$ cat src/rtl/core/nct_pkg.sv
// Package for the neighbour cache table: operation and status codes, NUD scoring.
// Used by nct_cell, neighbor_cache_table and nct_checker.
package nct_pkg;

  localparam logic [2:0] OP_LOOKUP    = 3'd0;
  localparam logic [2:0] OP_ROUTER    = 3'd1;
  localparam logic [2:0] OP_INSERT    = 3'd2;
  localparam logic [2:0] OP_REMOVE    = 3'd3;
  localparam logic [2:0] OP_CLR_IFC   = 3'd4;
  localparam logic [2:0] OP_CLR_GRP   = 3'd5;
  localparam logic [2:0] OP_CLR_ALL   = 3'd6;
  localparam logic [2:0] OP_CLR_EXP   = 3'd7;

  localparam logic [1:0] ST_OK       = 2'd0;
  localparam logic [1:0] ST_NOTFOUND = 2'd1;
  localparam logic [1:0] ST_INVALID  = 2'd2;
  localparam logic [1:0] ST_FULL     = 2'd3;

  localparam logic [7:0] NS_INCOMPLETE = 8'h01;
  localparam logic [7:0] NS_REACHABLE  = 8'h02;
  localparam logic [7:0] NS_STALE      = 8'h04;
  localparam logic [7:0] NS_DELAY      = 8'h08;
  localparam logic [7:0] NS_PROBE      = 8'h10;
  localparam logic [7:0] NS_FAILED     = 8'h20;

  localparam logic [31:0] TIMEOUT_RESET = 32'd30000;

  typedef struct packed {
    logic [63:0] ip_high;
    logic [63:0] ip_low;
    logic [3:0]  group_id;
    logic [3:0]  interface_id;
    logic [47:0] link_addr;
    logic        router_flag;
    logic [7:0]  nud_code;
    logic [31:0] expiry;
  } entry_t;

  // Score 0..5; bit 3 marks an unknown code
  function automatic logic [3:0] state_rank(input logic [7:0] code);
    logic [3:0] s;
    begin
      case (code)
        NS_REACHABLE:  s = 4'd5;
        NS_PROBE:      s = 4'd4;
        NS_DELAY:      s = 4'd3;
        NS_STALE:      s = 4'd2;
        NS_INCOMPLETE: s = 4'd1;
        NS_FAILED:     s = 4'd0;
        default:       s = 4'd8;
      endcase
      return s;
    end
  endfunction

endpackage

$ cat src/rtl/core/nct_cell.sv
// One slot of the neighbour table, sitting in a circular shift ring.
// Depends on nct_pkg.
module nct_cell (
  input  logic            clk,
  input  logic            rst,
  input  logic            shift,
  input  logic            clr_all,
  input  logic            load,
  input  nct_pkg::entry_t load_entry,
  input  logic            prev_valid,
  input  nct_pkg::entry_t prev_entry,
  output logic            valid,
  output nct_pkg::entry_t entry
);

  // Advance the ring on shift; a load overwrites the cell after a full turn; reset or clr_all clears valid
  always_ff @(posedge clk) begin
    if (rst || clr_all) begin
      valid <= 1'b0;
    end else if (load) begin
      valid <= 1'b1;
    end else if (shift) begin
      valid <= prev_valid;
    end
  end

  always_ff @(posedge clk) begin
    if (load) begin
      entry <= load_entry;
    end else if (shift) begin
      entry <= prev_entry;
    end
  end

endmodule

$ cat config.mk
export PLATFORM = sky130hd
export DESIGN_NAME = nct_cell
export DESIGN_NICKNAME = d
export VERILOG_FILES = /design/src/rtl/core/nct_pkg.sv /design/src/rtl/core/nct_cell.sv
export SDC_FILE = /design/constraint.sdc
export NUM_CORES = 1
export LEC_CHECK = 0
export BUFFER_PORTS_ARGS = -buffer_cell sky130_fd_sc_hd__buf_2
export CAP_MARGIN = 15
export CORE_AREA = 2 2 268 270
export DETAILED_ROUTE_END_ITERATION = 10
export DIE_AREA = 0 0 270 272
export GPL_TIMING_DRIVEN = 0
export SLEW_MARGIN = 20
export SYNTH_ARGS = -nofsm -noshare
export SYNTH_HDL_FRONTEND = slang
export SYNTH_SLANG_ARGS = --single-unit
export TNS_END_PERCENT = 10
$ cat constraint.sdc
create_clock -name clk -period 10 [get_ports clk]
set_input_delay 1 -clock clk [delete_from_list [all_inputs] [get_ports clk]]
set_output_delay 1 -clock clk [all_outputs]
set_load 0.05 [all_outputs]
Word-level counts from Yosys, hierarchy flattened --
Cells that the tools add are included.
Word-level totals: flip-flop bits (word level) 226, input bits 456, output and inout port bits 226, word-level logic and storage cells 15
Cells by class: mux-type cells 4, reduce and logical (&&, ||, !) cells 2
Operators by type and width (count):
- 2-to-1 mux 225 bit | 2
- 2-to-1 mux 1 bit | 2
- nonzero test 2 bit | 1
- logical OR 1 bit | 1

Longest topological paths before layout --
word-level depth 2, depth in mapped cells 5, depth with buffers taken out 2

Worst setup path before layout --
OpenSTA, ideal clock, no wires.
path kind input to register, start point in load, end point reg entry[0] (netlist bit), enable pin, setup slack 5.343 ns, setup time 0.492 ns, data arrival time 4.165 ns, data required time 9.508 ns, path buffers 3, stages on the path 4, cell sequence buf_4 > buf_6 > buf_6 > or2_2
Between the ends: longest elaborated chain between the ends 1
Ends and longest elaborated chain:
- start: declaration | line nct_cell.sv:8 | input logic load,
- nonzero test 2 bit (no line)
- end signal: assignment | line nct_cell.sv:29 | entry <= load_entry;
- end signal: assignment | line nct_cell.sv:31 | entry <= prev_entry;
- end: declaration | line nct_cell.sv:13 | output nct_pkg::entry_t entry
No other way between the ends. A chain may end at the register's enable or synchronous reset.

Worst setup path after layout --
start point in load, end point reg entry[152] (netlist bit), enable pin
Same word-level chain as after synthesis.

==> run_results.csv <==
group,metric,value,unit
clocking,clockRootBuffer,"clkbuf_16",
detailed_routing,viasPerCell,3.32,
clocking,cts_tree,"yes",
synth,yosys.area.top_type,"edfxtp_1",
clocking,post_cts_resized,0,
global_route,grt_max_degree,56,
status,status,"complete, no violations",
timing,setup_violations,0,
cells_and_area,final_cells,2164,
timing,relSlewSlack,0.664,
timing,fin_setup_tns,0,ps
synth,syn-num-nets,936,
cells_and_area,area_delta_synth_final,57.0,%
global_route,antenna_found_initial,5,
setup_path,cp-start-kind,"input port",
place,place_ws,6940,ps
clocking,cts_buffer_depth,3,
clocking,cts_sinks,226,
timing,rsz0062_at_grt,"no",
die,start_util,0.136,
clocking,hold_buffers,0,
die,core_area,0.0708,mm²
cells_and_area,nNetsFinal,1649,
place,post-place-cells,2114,
cells_and_area,fillCellCount,7666,
worst_hold_path,hold_class,"reg2reg",
detailed_routing,drtPass1Iterations,4,
synth,ys_warn_count,0,
setup_path,slowest_stage,"or2_4",
setup_path,path_class,"in2reg",
timing,slew_violations,0,
die,die_h,272,µm
synth,synth_area_leaders,"edfxtp_1 70%, mux2_2 23%, mux2_4 4.4%",
setup_path,cp.depth,6,
timing,layout_setup_ws,7560,ps
clocking,htreeDepth,1,
die,num_io_pins,682,
setup_path,critPathCaptureType,"flop",
die,rows,98,
setup_path,cpLargestDelayFamily,"buffers and inverters",
timing,clock.fmax,409,MHz
cells_and_area,fin_util,0.214,
setup_path,crit_start,"load",
global_route,grt_util_all_layers,0.0893,
timing,period_needed,2440,ps
timing,skew,0,ps
place,placed_cell_area,0.0143,mm²
setup_path,crit_path_max_incr_delay,320,ps
worst_hold_path,min_path_cells,2,
timing,finalCritPeriodShare,0.244,
detailed_routing,ant_nets,0,
detailed_routing,drc,0,
setup_path,endpoint,"entry[152]$_DFFE_PP_",
setup_path,critPathBufInv,5,
place,gp_congestion,1.03,
clocking,clkTransAtPathRegs,60,ps
setup_path,rr_worst_depth,2,
synth,synth_top_area_frac,0.702,
timing,hold-worst-slack,576,ps
clocking,postCtsSetupBuffers,0,
global_route,grt_pass1_vias,7857,
setup_path,cp_cell_sequence,"buf_4 -> buf_6 -> buf_6 -> or2_4 -> buf_16 -> buf_16",
timing,tightestPinTransition,503,ps
setup_path,reg2reg_from,"valid$_SDFFE_PP0P_",
global_route,grt_pass1_wl,49.2,mm
synth,synth_area,0.00963,mm²
die,dieArea,0.0734,mm²
detailed_routing,wl_per_cell,16.2,µm
setup_path,r2r-end,"valid$_SDFFE_PP0P_",
clocking,cts_made_buffers,27,
detailed_routing,totalWireLength,35.1,mm
run,drv_cap,0,
power_and_ir_drop,pwr_density_cell,185,mW/mm²
timing,hold_violations,0,
synth,avgSynthCellArea,20.1,µm²
synth,ys_seq_elements,226,
setup_path,crit_fanout,55,
power_and_ir_drop,p_total,2.80,mW
detailed_routing,drt_iter0_markers,287,
detailed_routing,dr_total_vias,7184,
power_and_ir_drop,ir_drop,0.000108,V
setup_path,r2r_slack,9320,ps
power_and_ir_drop,leakage,6.55,nW
synth,synth_seq_area_share,0.704,
setup_path,required,10230,ps
die,die_w,270,µm
cells_and_area,final_area,0.0151,mm²
place,numPortBuffers,680,
synth,synth_cell_types,11,
setup_path,arrival,2670,ps
global_route,grt_overflow,0,
cells_and_area,layout-drive-gt1-share,0.803,
clocking,insertion_delay,550,ps
place,dp_hpwl,28.9,mm
synth,synthCells,480,
registers in the layout, summed over array words and instances, names as in the netlist:
| name | cells |
|---|---|
| entry | 225 |
| valid | 1 |
routing by layer:
| layer | track usage | routed length [µm] | up-vias |
|---|---|---|---|
| met4 | 0.0313 | 1110 | 0 |
| met1 | 0.0949 | 12800 | 3337 |
| met5 | 0 | 0 | - |
| met3 | 0.0339 | 3740 | 50 |
| met2 | 0.161 | 17500 | 470 |
| li1 | - | - | 3327 |
power by group:
part           switching, mW  leakage, nW  internal (mW)
Combinational          0.514         3.86          0.208
Sequential            0.0297         2.30           1.16
Clock                  0.390        0.384          0.493
kinds of logic (layout without fill, tap and decap cells):
logic type             after synthesis  count (layout)  share of synthesized area
muxes                              226             226                      0.275
DFF                                226             226                      0.704
buffers and inverters               26             758                     0.0188
AOI/OAI and AO/OA                    1               1                    0.00130
and+or+nand+nor                      1               1                   0.000650
other                                0               2                          0
worst min path at each step:
stage,startpoint,endpoint,slack [ps]
after floorplan,valid$_SDFFE_PP0P_,valid$_SDFFE_PP0P_,800
after global placement,valid$_SDFFE_PP0P_,valid$_SDFFE_PP0P_,570
after detailed placement,valid$_SDFFE_PP0P_,valid$_SDFFE_PP0P_,570
after CTS,clr_all,valid$_SDFFE_PP0P_,570
after global routing,clr_all,valid$_SDFFE_PP0P_,590
final,valid$_SDFFE_PP0P_,valid$_SDFFE_PP0P_,580
cells in the mapped netlist, drive strengths merged:
library cell	instances
mux2i	1
buf	25
mux2	225
inv	1
dfxtp	1
a211oi	1
edfxtp	225
or2	1
layout make-up:
class,instances,area (µm²),share of cell area
clock buffers,33,698,0.0462
diodes,2,5.00,0.000331
well taps,950,1190,0.0787
inverters,1,3.75,0.000248
multi-input cells,228,2670,0.177
flip-flops and latches,226,6780,0.448
plain buffers,25,178,0.0118
clock inverters,15,78.8,0.00522
repair buffers,684,3510,0.232
placed cells by master, fill, tap and decap left out, drive strengths merged:
| master | netlist | layout |
|---|---|---|
| mux2i | 1 | 1 |
| clkinv | 0 | 12 |
| dfxtp | 1 | 1 |
| buf | 25 | 709 |
| a211oi | 1 | 1 |
| edfxtp | 225 | 225 |
| inv | 1 | 3 |
| clkbuf | 0 | 33 |
| diode | 0 | 2 |
| clkinvlp | 0 | 1 |
| mux2 | 225 | 225 |
| or2 | 1 | 1 |
tightest hold or removal path, cell delays in order, from the launching register on:
cell	delay (ps)
dfxtp_1	310
mux2i_1	150
a211oi_2	80
(Power assumes the default switching activity.)
